### src/sv/kvlp_pkg.sv
// ----------------------------------------------------------------------------
// kvlp_pkg
// Shared types and constants for the key/value line parser: parser states,
// result kinds, character codes and the records passed between the modules.
// ----------------------------------------------------------------------------
package kvlp_pkg;

  localparam int unsigned CHAR_W   = 8;
  localparam int unsigned KCNT_W   = 6;
  localparam int unsigned VCNT_W   = 7;
  localparam int unsigned PEND_AW  = 6;
  localparam int unsigned PEND_DEP = 64;

  localparam logic [CHAR_W-1:0] CH_HASH = 8'h23;
  localparam logic [CHAR_W-1:0] CH_EQ   = 8'h3d;
  localparam logic [CHAR_W-1:0] CH_NL   = 8'h0a;
  localparam logic [CHAR_W-1:0] CH_SP   = 8'h20;
  localparam logic [CHAR_W-1:0] CH_TAB  = 8'h09;
  localparam logic [CHAR_W-1:0] CH_CR   = 8'h0d;

  typedef enum logic [2:0] {
    ST_BLANK   = 3'd0,
    ST_COMMENT = 3'd1,
    ST_KEY     = 3'd2,
    ST_SEEK    = 3'd3,
    ST_SKIPVAL = 3'd4,
    ST_VALUE   = 3'd5,
    ST_IGNORE  = 3'd6
  } pstate_t;

  typedef enum logic [1:0] {
    K_KEY  = 2'd0,
    K_VAL  = 2'd1,
    K_DONE = 2'd2,
    K_DROP = 2'd3
  } kind_t;

  typedef enum logic [1:0] {
    SEQ_IDLE  = 2'd0,
    SEQ_FLUSH = 2'd1,
    SEQ_TAIL  = 2'd2
  } seq_t;

  typedef struct packed {
    logic              res_valid;
    kind_t             res_kind;
    logic [CHAR_W-1:0] res_chr;
    logic [VCNT_W-1:0] flush_cnt;
  } step_t;

  typedef struct packed {
    logic               we;
    logic [PEND_AW-1:0] addr;
    logic [CHAR_W-1:0]  data;
  } pwr_t;

  function automatic logic is_ws(input logic [CHAR_W-1:0] c);
    return (c == CH_SP) || ((c >= CH_TAB) && (c <= CH_CR));
  endfunction

endpackage

### src/sv/kvlp_pend_mem.sv
// ----------------------------------------------------------------------------
// kvlp_pend_mem
// Buffer for held-back trailing whitespace of a value. One write port and
// one read port with a registered read.
// ----------------------------------------------------------------------------
module kvlp_pend_mem
  import kvlp_pkg::*;
(
  input  logic               clk,
  input  pwr_t               wr,
  input  logic [PEND_AW-1:0] raddr,
  output logic [CHAR_W-1:0]  rdata
);

  logic [CHAR_W-1:0] mem [PEND_DEP];
  logic [CHAR_W-1:0] rdata_r;

  always_ff @(posedge clk) begin
    if (wr.we) begin
      mem[wr.addr] <= wr.data;
    end
    rdata_r <= mem[raddr];
  end

  assign rdata = rdata_r;

endmodule

### src/sv/kvlp_parser.sv
// ----------------------------------------------------------------------------
// kvlp_parser
// Record parser. Holds the parse state and the key, value and pending
// counters, and decides for each accepted request what it produces and
// which whitespace goes into the pending buffer.
// ----------------------------------------------------------------------------
module kvlp_parser
  import kvlp_pkg::*;
#(
  parameter int unsigned KEY_LEN   = 32,
  parameter int unsigned VALUE_LEN = 64
) (
  input  logic              clk,
  input  logic              rst_n,
  input  logic              acc,
  input  logic [CHAR_W-1:0] ch,
  input  logic              at_end,
  output step_t             step,
  output pwr_t              wr
);

  localparam logic [KCNT_W-1:0] KEY_MAX = KCNT_W'(KEY_LEN - 1);
  localparam logic [VCNT_W-1:0] VAL_MAX = VCNT_W'(VALUE_LEN - 1);

  pstate_t           st_r,  st_nxt;
  logic [KCNT_W-1:0] kc_r,  kc_nxt;
  logic [VCNT_W-1:0] vc_r,  vc_nxt;
  logic [VCNT_W-1:0] pc_r,  pc_nxt;
  logic              ovf_r, ovf_nxt;
  logic              do_val;
  logic              ws;

  always_ff @(posedge clk) begin
    if (!rst_n) begin
      st_r  <= ST_BLANK;
      kc_r  <= '0;
      vc_r  <= '0;
      pc_r  <= '0;
      ovf_r <= 1'b0;
    end else if (acc) begin
      st_r  <= st_nxt;
      kc_r  <= kc_nxt;
      vc_r  <= vc_nxt;
      pc_r  <= pc_nxt;
      ovf_r <= ovf_nxt;
    end
  end

  always_comb begin
    ws      = is_ws(ch);
    st_nxt  = st_r;
    kc_nxt  = kc_r;
    vc_nxt  = vc_r;
    pc_nxt  = pc_r;
    ovf_nxt = ovf_r;
    do_val  = 1'b0;
    step    = '0;
    wr.we   = 1'b0;
    wr.addr = pc_r[PEND_AW-1:0];
    wr.data = ch;

    if (at_end) begin
      case (st_r)
        ST_KEY, ST_SEEK: begin
          step.res_valid = 1'b1;
          step.res_kind  = K_DROP;
        end
        ST_SKIPVAL: begin
          step.res_valid = 1'b1;
          step.res_kind  = K_DONE;
        end
        ST_VALUE: begin
          if (!ovf_r) begin
            step.flush_cnt = pc_r;
          end
          step.res_valid = 1'b1;
          step.res_kind  = K_DONE;
        end
        default: begin
        end
      endcase
      st_nxt  = ST_BLANK;
      kc_nxt  = '0;
      vc_nxt  = '0;
      pc_nxt  = '0;
      ovf_nxt = 1'b0;
    end else begin
      case (st_r)
        ST_COMMENT, ST_IGNORE: begin
          if (ch == CH_NL) begin
            st_nxt = ST_BLANK;
          end
        end
        ST_KEY: begin
          if (ws) begin
            st_nxt = ST_SEEK;
          end else if (ch == CH_EQ) begin
            st_nxt = ST_SKIPVAL;
          end else if (kc_r < KEY_MAX) begin
            step.res_valid = 1'b1;
            step.res_kind  = K_KEY;
            step.res_chr   = ch;
            kc_nxt         = kc_r + 1'b1;
          end else begin
            step.res_valid = 1'b1;
            step.res_kind  = K_DROP;
            st_nxt         = ST_IGNORE;
            kc_nxt         = '0;
            vc_nxt         = '0;
            pc_nxt         = '0;
            ovf_nxt        = 1'b0;
          end
        end
        ST_SEEK: begin
          if (ch == CH_EQ) begin
            st_nxt = ST_SKIPVAL;
          end else if (!ws) begin
            step.res_valid = 1'b1;
            step.res_kind  = K_DROP;
            st_nxt         = ST_IGNORE;
            kc_nxt         = '0;
            vc_nxt         = '0;
            pc_nxt         = '0;
            ovf_nxt        = 1'b0;
          end
        end
        ST_SKIPVAL: begin
          if (!ws) begin
            st_nxt = ST_VALUE;
            do_val = 1'b1;
          end
        end
        ST_VALUE: begin
          if (ch == CH_NL) begin
            step.res_valid = 1'b1;
            step.res_kind  = K_DONE;
            st_nxt         = ST_BLANK;
            kc_nxt         = '0;
            vc_nxt         = '0;
            pc_nxt         = '0;
            ovf_nxt        = 1'b0;
          end else begin
            do_val = 1'b1;
          end
        end
        default: begin
          if (ws) begin
            st_nxt = ST_BLANK;
          end else if (ch == CH_HASH) begin
            st_nxt = ST_COMMENT;
          end else begin
            step.res_valid = 1'b1;
            step.res_kind  = K_KEY;
            step.res_chr   = ch;
            kc_nxt         = KCNT_W'(1);
            st_nxt         = (ch == CH_EQ) ? ST_SEEK : ST_KEY;
          end
        end
      endcase

      if (do_val) begin
        if (vc_r >= VAL_MAX) begin
          ovf_nxt = 1'b1;
        end else if (ws) begin
          wr.we  = acc;
          pc_nxt = pc_r + 1'b1;
          vc_nxt = vc_r + 1'b1;
        end else begin
          step.flush_cnt = pc_r;
          step.res_valid = 1'b1;
          step.res_kind  = K_VAL;
          step.res_chr   = ch;
          vc_nxt         = vc_r + 1'b1;
          pc_nxt         = '0;
        end
      end
    end
  end

endmodule

### src/sv/kvlp_emit.sv
// ----------------------------------------------------------------------------
// kvlp_emit
// Result sequencer and output register. Plays out held-back whitespace from
// the pending buffer, one character a cycle while the output is not
// stalled, then the closing result of the request.
// ----------------------------------------------------------------------------
module kvlp_emit
  import kvlp_pkg::*;
(
  input  logic               clk,
  input  logic               rst_n,
  input  logic               acc,
  input  step_t              step,
  input  logic [CHAR_W-1:0]  rdata,
  output logic [PEND_AW-1:0] raddr,
  output logic               in_stall,
  output logic               out_valid,
  input  logic               out_stall,
  output kind_t              out_kind,
  output logic [CHAR_W-1:0]  out_char,
  output logic               out_last
);

  seq_t               seq_r, seq_nxt;
  logic [PEND_AW-1:0] idx_r, idx_nxt;
  logic [VCNT_W-1:0]  cnt_r, cnt_nxt;
  kind_t              tk_r,  tk_nxt;
  logic [CHAR_W-1:0]  tc_r,  tc_nxt;
  logic               ov_r,  ov_nxt;
  kind_t              ok_r,  ok_nxt;
  logic [CHAR_W-1:0]  oc_r,  oc_nxt;
  logic               ol_r,  ol_nxt;
  logic               slot_free;

  always_ff @(posedge clk) begin
    if (!rst_n) begin
      seq_r <= SEQ_IDLE;
      ov_r  <= 1'b0;
    end else begin
      seq_r <= seq_nxt;
      ov_r  <= ov_nxt;
    end
  end

  always_ff @(posedge clk) begin
    idx_r <= idx_nxt;
    cnt_r <= cnt_nxt;
    tk_r  <= tk_nxt;
    tc_r  <= tc_nxt;
    ok_r  <= ok_nxt;
    oc_r  <= oc_nxt;
    ol_r  <= ol_nxt;
  end

  always_comb begin
    slot_free = !ov_r || !out_stall;
    in_stall  = (seq_r != SEQ_IDLE) || !slot_free;
    seq_nxt   = seq_r;
    idx_nxt   = idx_r;
    cnt_nxt   = cnt_r;
    tk_nxt    = tk_r;
    tc_nxt    = tc_r;
    ov_nxt    = ov_r && out_stall;
    ok_nxt    = ok_r;
    oc_nxt    = oc_r;
    ol_nxt    = ol_r;

    case (seq_r)
      SEQ_IDLE: begin
        if (acc) begin
          if (step.flush_cnt != '0) begin
            seq_nxt = SEQ_FLUSH;
            idx_nxt = '0;
            cnt_nxt = step.flush_cnt;
            tk_nxt  = step.res_kind;
            tc_nxt  = step.res_chr;
          end else if (step.res_valid) begin
            ov_nxt = 1'b1;
            ok_nxt = step.res_kind;
            oc_nxt = step.res_chr;
            ol_nxt = 1'b1;
          end
        end
      end
      SEQ_FLUSH: begin
        if (slot_free) begin
          ov_nxt = 1'b1;
          ok_nxt = K_VAL;
          oc_nxt = rdata;
          ol_nxt = 1'b0;
          if ({1'b0, idx_r} == cnt_r - 1'b1) begin
            seq_nxt = SEQ_TAIL;
          end else begin
            idx_nxt = idx_r + 1'b1;
          end
        end
      end
      SEQ_TAIL: begin
        if (slot_free) begin
          ov_nxt  = 1'b1;
          ok_nxt  = tk_r;
          oc_nxt  = tc_r;
          ol_nxt  = 1'b1;
          seq_nxt = SEQ_IDLE;
        end
      end
      default: begin
        seq_nxt = SEQ_IDLE;
      end
    endcase
  end

  assign raddr     = idx_nxt;
  assign out_valid = ov_r;
  assign out_kind  = ok_r;
  assign out_char  = oc_r;
  assign out_last  = ol_r;

endmodule

### src/sv/key_value_line_parser.sv
// While the output is not stalled, one request per cycle is taken if it releases no
// held-back whitespace, and its result is registered in the cycle after acceptance.
// Released whitespace is read one entry per cycle while the output is not stalled, through
// the pending buffer's single registered read port; the input stalls until it and the
// result are out. Reset (synchronous, active low) clears the parser state and the output
// register; the pending buffer is not cleared and is only read below its fill count.
// ----------------------------------------------------------------------------
// key_value_line_parser
// Parses "key = value" lines one character per request and streams key
// characters, value characters and a commit or discard result per record.
// ----------------------------------------------------------------------------
module key_value_line_parser
  import kvlp_pkg::*;
#(
  parameter int unsigned KEY_LEN   = 32,
  parameter int unsigned VALUE_LEN = 64
) (
  input  logic              clk,
  input  logic              rst_n,
  input  logic              in_valid,
  output logic              in_stall,
  input  logic [CHAR_W-1:0] in_ch,
  input  logic              in_at_end,
  output logic              out_valid,
  input  logic              out_stall,
  output logic [1:0]        out_kind,
  output logic [CHAR_W-1:0] out_char,
  output logic              out_last
);

  logic               acc;
  step_t              step;
  pwr_t               wr;
  logic [PEND_AW-1:0] raddr;
  logic [CHAR_W-1:0]  rdata;
  kind_t              kind;

  assign acc      = in_valid && !in_stall;
  assign out_kind = kind;

  kvlp_parser #(
    .KEY_LEN   (KEY_LEN),
    .VALUE_LEN (VALUE_LEN)
  ) u_parser (
    .clk    (clk),
    .rst_n  (rst_n),
    .acc    (acc),
    .ch     (in_ch),
    .at_end (in_at_end),
    .step   (step),
    .wr     (wr)
  );

  kvlp_pend_mem u_mem (
    .clk   (clk),
    .wr    (wr),
    .raddr (raddr),
    .rdata (rdata)
  );

  kvlp_emit u_emit (
    .clk       (clk),
    .rst_n     (rst_n),
    .acc       (acc),
    .step      (step),
    .rdata     (rdata),
    .raddr     (raddr),
    .in_stall  (in_stall),
    .out_valid (out_valid),
    .out_stall (out_stall),
    .out_kind  (kind),
    .out_char  (out_char),
    .out_last  (out_last)
  );

endmodule

### config.mk
export PLATFORM = sky130hd
export DESIGN_NAME = key_value_line_parser
export DESIGN_NICKNAME = d
export VERILOG_FILES = /design/src/sv/kvlp_pkg.sv /design/src/sv/kvlp_pend_mem.sv /design/src/sv/kvlp_parser.sv /design/src/sv/kvlp_emit.sv /design/src/sv/key_value_line_parser.sv
export SDC_FILE = /design/constraint.sdc
export NUM_CORES = 1
export LEC_CHECK = 0
export CORE_MARGIN = 3
export CORE_UTILIZATION = 40
export DETAILED_ROUTE_END_ITERATION = 7
export DONT_BUFFER_PORTS = 1
export GPL_TIMING_DRIVEN = 1
export HOLD_SLACK_MARGIN = 0.02
export SLEW_MARGIN = 25
export SYNTH_ARGS = -nofsm -noshare
export SYNTH_HDL_FRONTEND = slang
export SYNTH_SLANG_ARGS = --single-unit
### constraint.sdc
create_clock -name clk -period 4.1 [get_ports clk]
set_input_delay 0.82 -clock clk [delete_from_list [all_inputs] [get_ports clk]]
set_output_delay 0.82 -clock clk [all_outputs]
set_load 0.1 [all_outputs]
==> results of run 1 <==
-- flip-flops by register name, indices dropped and copies added (netlist names), 6 cells and up --
register and flops:
u_emit.tc_r 8, u_mem.rdata 8, u_emit.cnt_r 7, u_parser.pc_r 7
u_parser.vc_r 7, u_mem.mem 512, u_emit.idx_r 6, u_parser.kc_r 6
u_emit.out_char 8
-- report_power, final --
part / internal (mW) / switching (mW) / total (mW)
logic: 0.0340 / 0.0592 / 0.0933
registers: 6.48 / 0.0444 / 6.52
clock network: 3.18 / 2.27 / 5.45
-- cells in the final DEF (no fill, tap or decap), drive strengths merged, types with 14 or more instances in the layout --
master  count
nand2     392
inv        14
a22o       16
clkbuf     73
clkinv     22
and2       23
a221o      16
o21ai      21
and3       18
a31oi      15
edfxtp    540
nand3     116
a221oi     32
a21oi     213
a311oi     16
a22oi      45
nor2      122
buf       195
dfxtp      41
-- layout make-up --
type,instances,area share [%]
clock buffers,72,5.44
clock inverters,35,1.47
inverters,12,0.185
multi-input cells,1213,23.3
flip-flops and latches,581,60.0
well taps,773,3.41
repair buffers,196,6.19
-- through the flow --
| step | instances | power (mW) | hold slack [ns] |
|---|---|---|---|
| 6_report | 2882 | 12.1 | 0.277 |
| 5_1_grt | 2882 | 12.4 | 0.240 |
| 4_1_cts | 2881 | 12.2 | 0.234 |
| 3_5_place_dp | 2774 | 6.74 | 0.463 |
| 3_3_place_gp | 2774 | 6.74 | 0.447 |
| 2_1_floorplan | 1937 | 6.72 | 0.433 |
-- worst max-delay path by stage --
| stage | from | to | slack, ns |
|---|---|---|---|
| floorplan | in_ch[1] | u_mem.mem[62][0] | 0.36 |
| global placement | in_ch[1] | u_mem.rdata[2] | -0.13 |
| detailed placement | in_ch[5] | u_mem.rdata[1] | -0.13 |
| CTS | u_emit.cnt_r[0] | u_mem.rdata[2] | 0.06 |
| global route | u_emit.cnt_r[0] | u_mem.rdata[5] | 0.008 |
| finish | u_emit.cnt_r[0] | u_mem.rdata[4] | 0.19 |
-- timing repair --
item,CTS,global route
setup endpoints to repair,3,7
gates resized for setup,4,6
cloned,0,1
-- worst register-to-register path, stage by stage (launching register included) --
cell and delay, ns:
edfxtp_1 0.38, inv_1 0.06, ha_1 0.23, xor3_1 0.38, nor3_2 0.18, o211ai_1 0.15
a21o_2 0.28, and4_4 0.22, a211oi_4 0.25, buf_12 0.16, buf_8 0.18, buf_12 0.19
a21oi_1 0.07, a221o_1 0.38, and3_1 0.20, a221oi_2 0.32, a22o_1 0.21
-- per-layer routing --
layer	track usage [%]	vias to the layer above
li1	-	7484
met1	27.9	8056
met2	32.8	579
met3	3.83	85
met4	5.34	0
met5	0	-
-- kinds of logic (layout without fill, tap and decap cells) --
kind of cell    Yosys count  after routing  synth area share [%]
simple gates            748            748                  13.6
flops                   581            581                  69.9
compound gates          438            438                  12.1
buf+inv                 143            315                  3.19
xor+xnor                 14             14                 0.565
fa+ha+maj                 9              9                 0.462
mux                       4              4                 0.169
==> results.ini, run 1 <==
[placed_design]
place_congestion = 0.859
portBuffers = 0
dpl-instance-area_um2 = 26300
hpwl_mm = 39.8
dp_worst_setup_slack_ns = -0.126

[clock_network]
insertion_delay_ns = 0.64
root_buffer = clkbuf_16
clk_pin_slew_ns = 0.06
cts_tree = built
cts_sinks = 581
clk_path_buf_depth = 3
cts_made_buffers = 58
ctsHtreeMaxLevel = 2
postCtsSetupBuffers = 0
postCtsHoldBufs = 0

[timing]
setup_viol = 0
max-slew-margin-rel_pct = 39.9
clock.fmax_mhz = 256
period_needed_ns = 3.91
final_hold_viol_count = 0
skew_ns = 0.0279
tns_ns = 0
slew_viol_final = 0
tightest_slew_ns = 0.903
period_share_pct = 95.3
fin_ws_ns = 0.192
rsz0062_at_grt = no

[worst_setup_path]
crit_family = compound AO/OA/AOI/OAI gates
reg2regPathDepth = 16
start_kind = flop
crit_arrival_ns = 4.48
worst-setup-path-type = flop to flop
cp_num_buf_inv = 4
crit_chain = inv_1, ha_1, xor3_1, nor3_2, o211ai_1, a21o_2, and4_4, a211oi_4, buf_12, buf_8, buf_12, a21oi_1, a221o_1, and3_1, a221oi_2, a22o_1
cp.depth = 16
slowest_delay_ns = 0.38
timing.rr.end = u_mem.rdata[4]
rr_startpoint = u_emit.cnt_r[0]
crit_path_end_kind = flop
worstPathRequired_ns = 4.67
reg2reg_slack_ns = 0.19
cp_slowest_cell = edfxtp_1
critical_path.most_common_cell = buf_12
path_max_fanout = 16

[synth]
syn_inst = 1937
synth_most_common_cell = edfxtp_1
synthTopCellsByCount = edfxtp_1, nand2_1, a21oi_1, nor2_1, nand3_1
synth_area_leader_cell = edfxtp_1
synth_edf_count = 540
ys_async_sr_fraction_pct = 0
ys_seq_area_share_pct = 69.9
synth_top_area_share_pct = 66.6
yosysWarnings = 0
synth_area_leaders = edfxtp_1, nand2_1, a21oi_1
synth.avg_cell_area_um2 = 12.6
netlist_area_um2 = 24400
ys.flop_type = edfxtp_1
synth_nets = 1959
synth-seq-cells = 581
ys_types = 83

[finish]
multiInputGateArea_um2 = 6620
postLayoutCoreUtil_pct = 47.6
seqCellArea_um2 = 17000
final_cell_area_um2 = 28400
fillers = 5182
antenna_cells = 0
area_growth_pct = 16.6
drive_above_1_share_pct = 15.2
layout.nets = 2084

[worst_hold_path]
hold_path_depth = 0
hold_path_end = u_mem.mem[58][7]
min-delay-path-class = primary input to flop
hp-start = in_ch[7]

[route]
drt_iter0_drc = 1643
drc_errors = 0
drt-met1-wl_mm = 28.0
wl_per_cell_um = 22.4
antenna_left = 0
num_vias = 16204
dr.pass1.iters = 6
wl_met3_mm = 4.54
viasPerCell = 5.62
drt-total-wl_mm = 64.4
wl_met2_mm = 30.5
top_layer = met4

[grt]
grt_pass1_wl_mm = 98.1
grt.overflow.total = 0
grt_max_degree = 72
antenna_found_initial = 1
grtUsageTotal_pct = 20.2
grt_pass1_vias = 15826

[floorplanning]
io_pins = 26
die_x_um = 253
core-area_um2 = 59700
placementRows = 89
chipHeight_um = 253
die-area_um2 = 63900
initial_core_util_pct = 40.8

[power]
peakVddDrop_mv = 0.314
leakage_nw = 10.1
cellPowerDensity_nw_per_um2 = 425

[run_status]
status = finished clean

[run]
maxCapViolations = 0

Note: power is estimated with default switching activity, not from simulation.
==> run 2: changes to the inputs <==
==> constraint.sdc (replaced) <==
create_clock -name clk -period 4.1 [get_ports clk]
set_input_delay 1.23 -clock clk [delete_from_list [all_inputs] [get_ports clk]]
set_output_delay 1.23 -clock clk [all_outputs]
set_load 0.1 [all_outputs]
==> run 2 against run 1 <==
Against the previous run: setup slack lost 0.11 ns; utilization is 0.53 points higher; die area unchanged; register-to-register slack lost 0.05 ns; clock power grew 0.9%; largest power group unchanged; highest routed layer unchanged.
==> results.ini, run 2 (synthesis gave the netlist of run 1 again) <==
[route]
drt_iter0_drc = 1804  ; +9.8%
drt-total-wl_mm = 64.2  ; -0.26%
wl_per_cell_um = 22.1  ; -1.3%
antenna_left = 0  ; unchanged
num_vias = 16399  ; +1.2%
dr.pass1.iters = 5  ; -1
drc_errors = 0  ; unchanged
viasPerCell = 5.63  ; +0.13%

[finish]
final_common_cell = edfxtp_1
layout_common_cells = edfxtp_1, nand2_1, a21oi_1
final_cell_area_um2 = 28700  ; +1.1%
layout.nets = 2112  ; +1.3%
drive_above_1_share_pct = 16.8  ; +1.6 points
antenna_cells = 0  ; unchanged
fillers = 5238  ; +1.1%
postLayoutCoreUtil_pct = 48.1  ; +0.53 points
area_growth_pct = 17.9
regMostFlops = u_mem.mem
largest_reg_flops = 512  ; unchanged

[grt]
grtUsageTotal_pct = 20.1  ; -0.024 points
grt.overflow.total = 0  ; unchanged
grt_pass1_wl_mm = 98.2  ; about the same
grt_max_degree = 72  ; unchanged
antenna_found_initial = 0  ; -1
grt_pass1_vias = 16093  ; +1.7%

[clock_network]
postCtsSetupBuffers = 0  ; unchanged
cts_made_buffers = 59  ; +1.7%
cts_tree = built
clk_path_buf_depth = 3  ; unchanged
postCtsHoldBufs = 0  ; unchanged
cts_sinks = 581  ; unchanged
root_buffer = clkbuf_16
clk_pin_slew_ns = 0.06  ; about the same
insertion_delay_ns = 0.65  ; about the same
ctsHtreeMaxLevel = 2  ; unchanged

[worst_setup_path]
start_kind = primary input
crit_arrival_ns = 4.59  ; +0.11 ns
worstPathRequired_ns = 4.67  ; about the same
crit_chain = or4b_1, o41ai_2, o31ai_4, buf_4, o211ai_2, nor2_4, inv_6, buf_12, buf_4, nand2_1, a221o_1, and3_1, a221oi_2, a22o_1
slowest_delay_ns = 0.56  ; +0.18 ns
cp_slowest_cell = or4b_1
worst-setup-path-type = primary input to flop
path_max_fanout = 68  ; +52
crit_path_end_kind = flop
critical_path.most_common_cell = buf_4

[floorplanning]
chipHeight_um = 253  ; unchanged
die_x_um = 253  ; unchanged
placementRows = 89  ; unchanged
core-area_um2 = 59700  ; unchanged
die-area_um2 = 63900  ; unchanged
initial_core_util_pct = 40.8  ; unchanged
io_pins = 26  ; unchanged

[placed_design]
place_congestion = 0.880  ; +2.4%
portBuffers = 0  ; unchanged
hpwl_mm = 40.1  ; +0.64%
dp_worst_setup_slack_ns = -0.568  ; -0.442 ns
dpl-instance-area_um2 = 26700  ; +1.2%

[power]
leakage_nw = 10.3  ; +1.8%
finalPower_mw = 12.1  ; +0.47%
cellPowerDensity_nw_per_um2 = 422  ; -0.64%
peakVddDrop_mv = 0.331  ; +5.5%

[run]
maxCapViolations = 0  ; unchanged

[timing]
final_hold_viol_count = 0  ; unchanged
period_share_pct = 98.0  ; +2.7 points
fin_ws_ns = 0.0800  ; -0.112 ns
max-slew-margin-rel_pct = 41.2  ; +1.3 points
period_needed_ns = 4.02  ; +0.112 ns
clock.fmax_mhz = 249  ; -2.8%
skew_ns = 0.0378  ; +0.00993 ns
setup_viol = 0  ; unchanged
hold_ws_ns = 0.486  ; +0.209 ns
tightest_slew_ns = 0.884  ; -0.0188 ns
slew_viol_final = 0  ; unchanged

[run_status]
status = finished clean

[worst_hold_path]
min-delay-path-class = flop to flop

[run 2: routing by layer]
metal | wire [um] | GRT usage [%] | vias to the layer above
li1 | - | - | 7555
met1 | 27800 | 27.8 | 8129
met2 | 29900 | 32.1 | 615
met3 | 4870 | 4.23 | 100
met4 | 1710 | 6.33 | 0
met5 | 0 | 0 | -
[run 2: area by class of cell]
type	count	area (um^2)	area share (%)
multi-input cells	1213	6620	23.1
clock inverters	41	469	1.63
inverters	12	52.6	0.183
repair buffers	223	2050	7.14
clock buffers	70	1520	5.29
well taps	773	967	3.37
flip-flops and latches	581	17000	59.3
[run 2: path summary, 6_finish.rpt]
| kind | from | to | slack [ns] | cells past startpoint |
|---|---|---|---|---|
| worst max-delay path | in_ch[7] | u_mem.rdata[6] | 0.08 | 14 |
| worst min-delay path | u_parser.pc_r[6] | u_parser.pc_r[6] | 0.49 | 1 |
| worst max register to register | u_emit.cnt_r[2] | u_mem.rdata[6] | 0.14 | 15 |
| worst min register to register | u_parser.pc_r[6] | u_parser.pc_r[6] | 0.49 | 1 |
[run 2: power breakdown]
group | internal [mW] | switching [mW]
sequential | 6.48 | 0.0441
clock | 3.17 | 2.33
combinational | 0.0372 | 0.0600
total | 9.69 | 2.43
[run 2: worst max-delay path: cells and delay by family]
kind / cells / cell delay [ns]
and+or+nand+nor: 4 / 0.92
AOI/OAI and AO/OA: 6 / 1.60
buffers and inverters: 4 / 0.71
[run 2: timing repair]
action / CTS / global route
pin swaps: 0 / 0
gates resized for setup: 3 / 9
endpoints found under the setup margin: 4 / 8
cloned: 0 / 0
[run 2: stage by stage]
step	instances	TNS (ns)
global route	2913	-0.138
global placement	2802	-3.40
finish	2913	0
floorplan	1937	0
CTS	2913	0
detailed placement	2802	-3.58
==> run 3: changes to the inputs <==
--- a/config.mk
+++ b/config.mk
@@ -5,13 +5,15 @@
 export SDC_FILE = /design/constraint.sdc
 export NUM_CORES = 1
 export LEC_CHECK = 0
+export CAP_MARGIN = 25
 export CORE_MARGIN = 3
 export CORE_UTILIZATION = 40
 export DETAILED_ROUTE_END_ITERATION = 7
 export DONT_BUFFER_PORTS = 1
 export GPL_TIMING_DRIVEN = 1
 export HOLD_SLACK_MARGIN = 0.02
-export SLEW_MARGIN = 25
+export SETUP_SLACK_MARGIN = 0.15
+export SLEW_MARGIN = 20
 export SYNTH_ARGS = -nofsm -noshare
 export SYNTH_HDL_FRONTEND = slang
 export SYNTH_SLANG_ARGS = --single-unit
==> run 3 against run 2 <==
Against the previous run: clock power rose by 1%; sequential power barely moved; clock skew fell by 0.018 ns; largest power group unchanged; setup slack improved by 0.13 ns.
==> results.ini, run 3 (synthesis gave the netlist of run 1 again) <==
[finish]
fillers = 5151  ; -1.7%
multiInputGateArea_um2 = 6660  ; +0.62%
layoutNonFillerInstCount = 2922  ; +0.31%
final_common_cell = edfxtp_1
drive_above_1_share_pct = 17.2  ; +0.39 points
largest_reg_flops = 512  ; unchanged
layout.nets = 2122  ; +0.47%
layout_common_cells = edfxtp_1, nand2_1, a21oi_1
area_growth_pct = 18.3
antenna_cells = 0  ; unchanged
regMostFlops = u_mem.mem
seqCellArea_um2 = 17000  ; unchanged

[floorplanning]
io_pins = 26  ; unchanged
die_x_um = 253  ; unchanged
chipHeight_um = 253  ; unchanged
die-area_um2 = 63900  ; unchanged
placementRows = 89  ; unchanged
core-area_um2 = 59700  ; unchanged
initial_core_util_pct = 40.8  ; unchanged

[worst_setup_path]
slowest_delay_ns = 0.60  ; +0.04 ns
cp_slowest_cell = or4b_1
critical_path.most_common_cell = buf_4
start_kind = primary input
crit_arrival_ns = 4.41  ; -0.18 ns
path_max_fanout = 70  ; +2.9%
crit_path_end_kind = flop
worstPathRequired_ns = 4.62  ; -0.05 ns
startpoint = in_ch[5]
rr_startpoint = u_emit.cnt_r[2]
worst-setup-path-type = primary input to flop
crit_chain = or4b_1, o41ai_4, o31ai_4, buf_4, o211ai_2, nor2_4, buf_12, buf_12, buf_4, nand2_1, nand3_1, a21oi_1, nor4_1, buf_4, a22o_1

[timing]
final_hold_viol_count = 0  ; unchanged
rsz0062_at_grt = no
clock.fmax_mhz = 257  ; +3.4%
tightest_slew_ns = 0.883  ; -0.000787 ns
period_share_pct = 94.9  ; -3.2 points
max-slew-margin-rel_pct = 41.2  ; +0.052 points
period_needed_ns = 3.89  ; -0.131 ns
fin_ws_ns = 0.211  ; +0.131 ns
setup_viol = 0  ; unchanged
tns_ns = 0  ; unchanged
slew_viol_final = 0  ; unchanged
skew_ns = 0.0199  ; -0.0180 ns

[clock_network]
insertion_delay_ns = 0.62  ; -0.03 ns
cts_tree = built
cts_sinks = 581  ; unchanged
clk_pin_slew_ns = 0.07  ; about the same
ctsHtreeMaxLevel = 2  ; unchanged
clk_path_buf_depth = 3  ; unchanged
cts_made_buffers = 60  ; +1.7%
root_buffer = clkbuf_16

[route]
drt_iter0_drc = 1499  ; -17%
wl_per_cell_um = 21.9  ; -0.54%
drc_errors = 0  ; unchanged
antenna_left = 0  ; unchanged
drt-total-wl_mm = 64.1  ; -0.24%
dr.pass1.iters = 5  ; unchanged
viasPerCell = 5.61  ; -0.28%
num_vias = 16403  ; +0.024%

[grt]
grt.overflow.total = 0  ; unchanged
grt_max_degree = 72  ; unchanged
grt_pass1_vias = 15554  ; -3.3%
grt_pass1_wl_mm = 96.1  ; -2.1%
grtUsageTotal_pct = 19.8  ; -0.38 points
antenna_found_initial = 0  ; unchanged

[placed_design]
place_inst = 2807  ; +0.18%
hpwl_mm = 39.2  ; -2.1%
dp_worst_setup_slack_ns = -0.471  ; +0.0963 ns
portBuffers = 0  ; unchanged
place_congestion = 0.857  ; -2.6%

[power]
internal_power_mw = 9.82  ; +1.4%
peakVddDrop_mv = 0.291  ; -12%
pwr-share-comb_pct = 0.8  ; about the same
cellPowerDensity_nw_per_um2 = 423  ; +0.28%
switching_share_pct = 19.5  ; -0.60 points
leakage_nw = 10.4  ; +0.76%
switchingPower_mw = 2.38  ; -2.4%
pwr-share-seq_pct = 53.5  ; -0.3 points
power.clock.fraction_pct = 45.7  ; +0.3 points

[worst_hold_path]
min-delay-path-class = flop to flop
hp-start = u_parser.kc_r[5]

[run_status]
status = finished clean

[run]
maxCapViolations = 0  ; unchanged

-- run 3: stage by stage --
stage / total power, mW / instance area [um^2] / hold WS [ns] / utilization [%]
after floorplan: 6.72 / 24400 / 0.433 / -
after global placement: 6.75 / 26700 / 0.450 / 44.7
after detailed placement: 6.75 / 26700 / 0.468 / 44.7
after CTS: 12.3 / 28700 / 0.472 / 48.1
after global routing: 12.6 / 28800 / 0.484 / 48.3
final: 12.2 / 28800 / 0.465 / 48.3
-- run 3: power groups by stage --
stage | sequential [mW] | clock [mW] | combinational (mW)
detailed placement | 6.65 | 0 | 0.0974
floorplan | 6.66 | 0 | 0.0678
global route | 6.52 | 5.94 | 0.109
CTS | 6.52 | 5.69 | 0.0978
finish | 6.52 | 5.58 | 0.0989
global placement | 6.65 | 0 | 0.0966
-- run 3: worst paths after layout --
kind,to,slack [ns],cells after the start
setup / recovery,u_mem.rdata[6],0.21,15
hold / removal,u_parser.kc_r[5],0.47,2
setup reg to reg,u_mem.rdata[2],0.32,14
hold reg to reg,u_parser.kc_r[5],0.47,2
-- run 3: area by class of cell --
cell class / count / area share (%)
timing repair buffer: 232 / 7.24
clock buffer: 77 / 5.54
clock inverter: 34 / 1.44
tap: 773 / 3.36
sequential: 581 / 59.1
inverter: 12 / 0.182
multi-input combinational: 1213 / 23.1
-- run 3: what timing repair did --
action | CTS | global route
buffers inserted | 0 | 4
endpoints found under the setup margin | 1 | 8
hold buffers | 0 | 0
resized for setup | 2 | 19
endpoints found under the hold margin | 0 | 0
pin swaps | 0 | 4
-- run 3: metal layers --
layer,wire length (um),vias up,global-route usage [%]
met5,0,-,0
met4,2090,0,6.82
met3,4300,122,3.42
met2,30100,591,31.5
met1,27600,8128,27.5
li1,-,7562,-
-- run 3: critical path, delay by kind of cell --
| kind | cells | cell delay, ns |
|---|---|---|
| compound gates | 5 | 1.17 |
| simple gates | 5 | 1.01 |
| buf+inv | 5 | 0.89 |
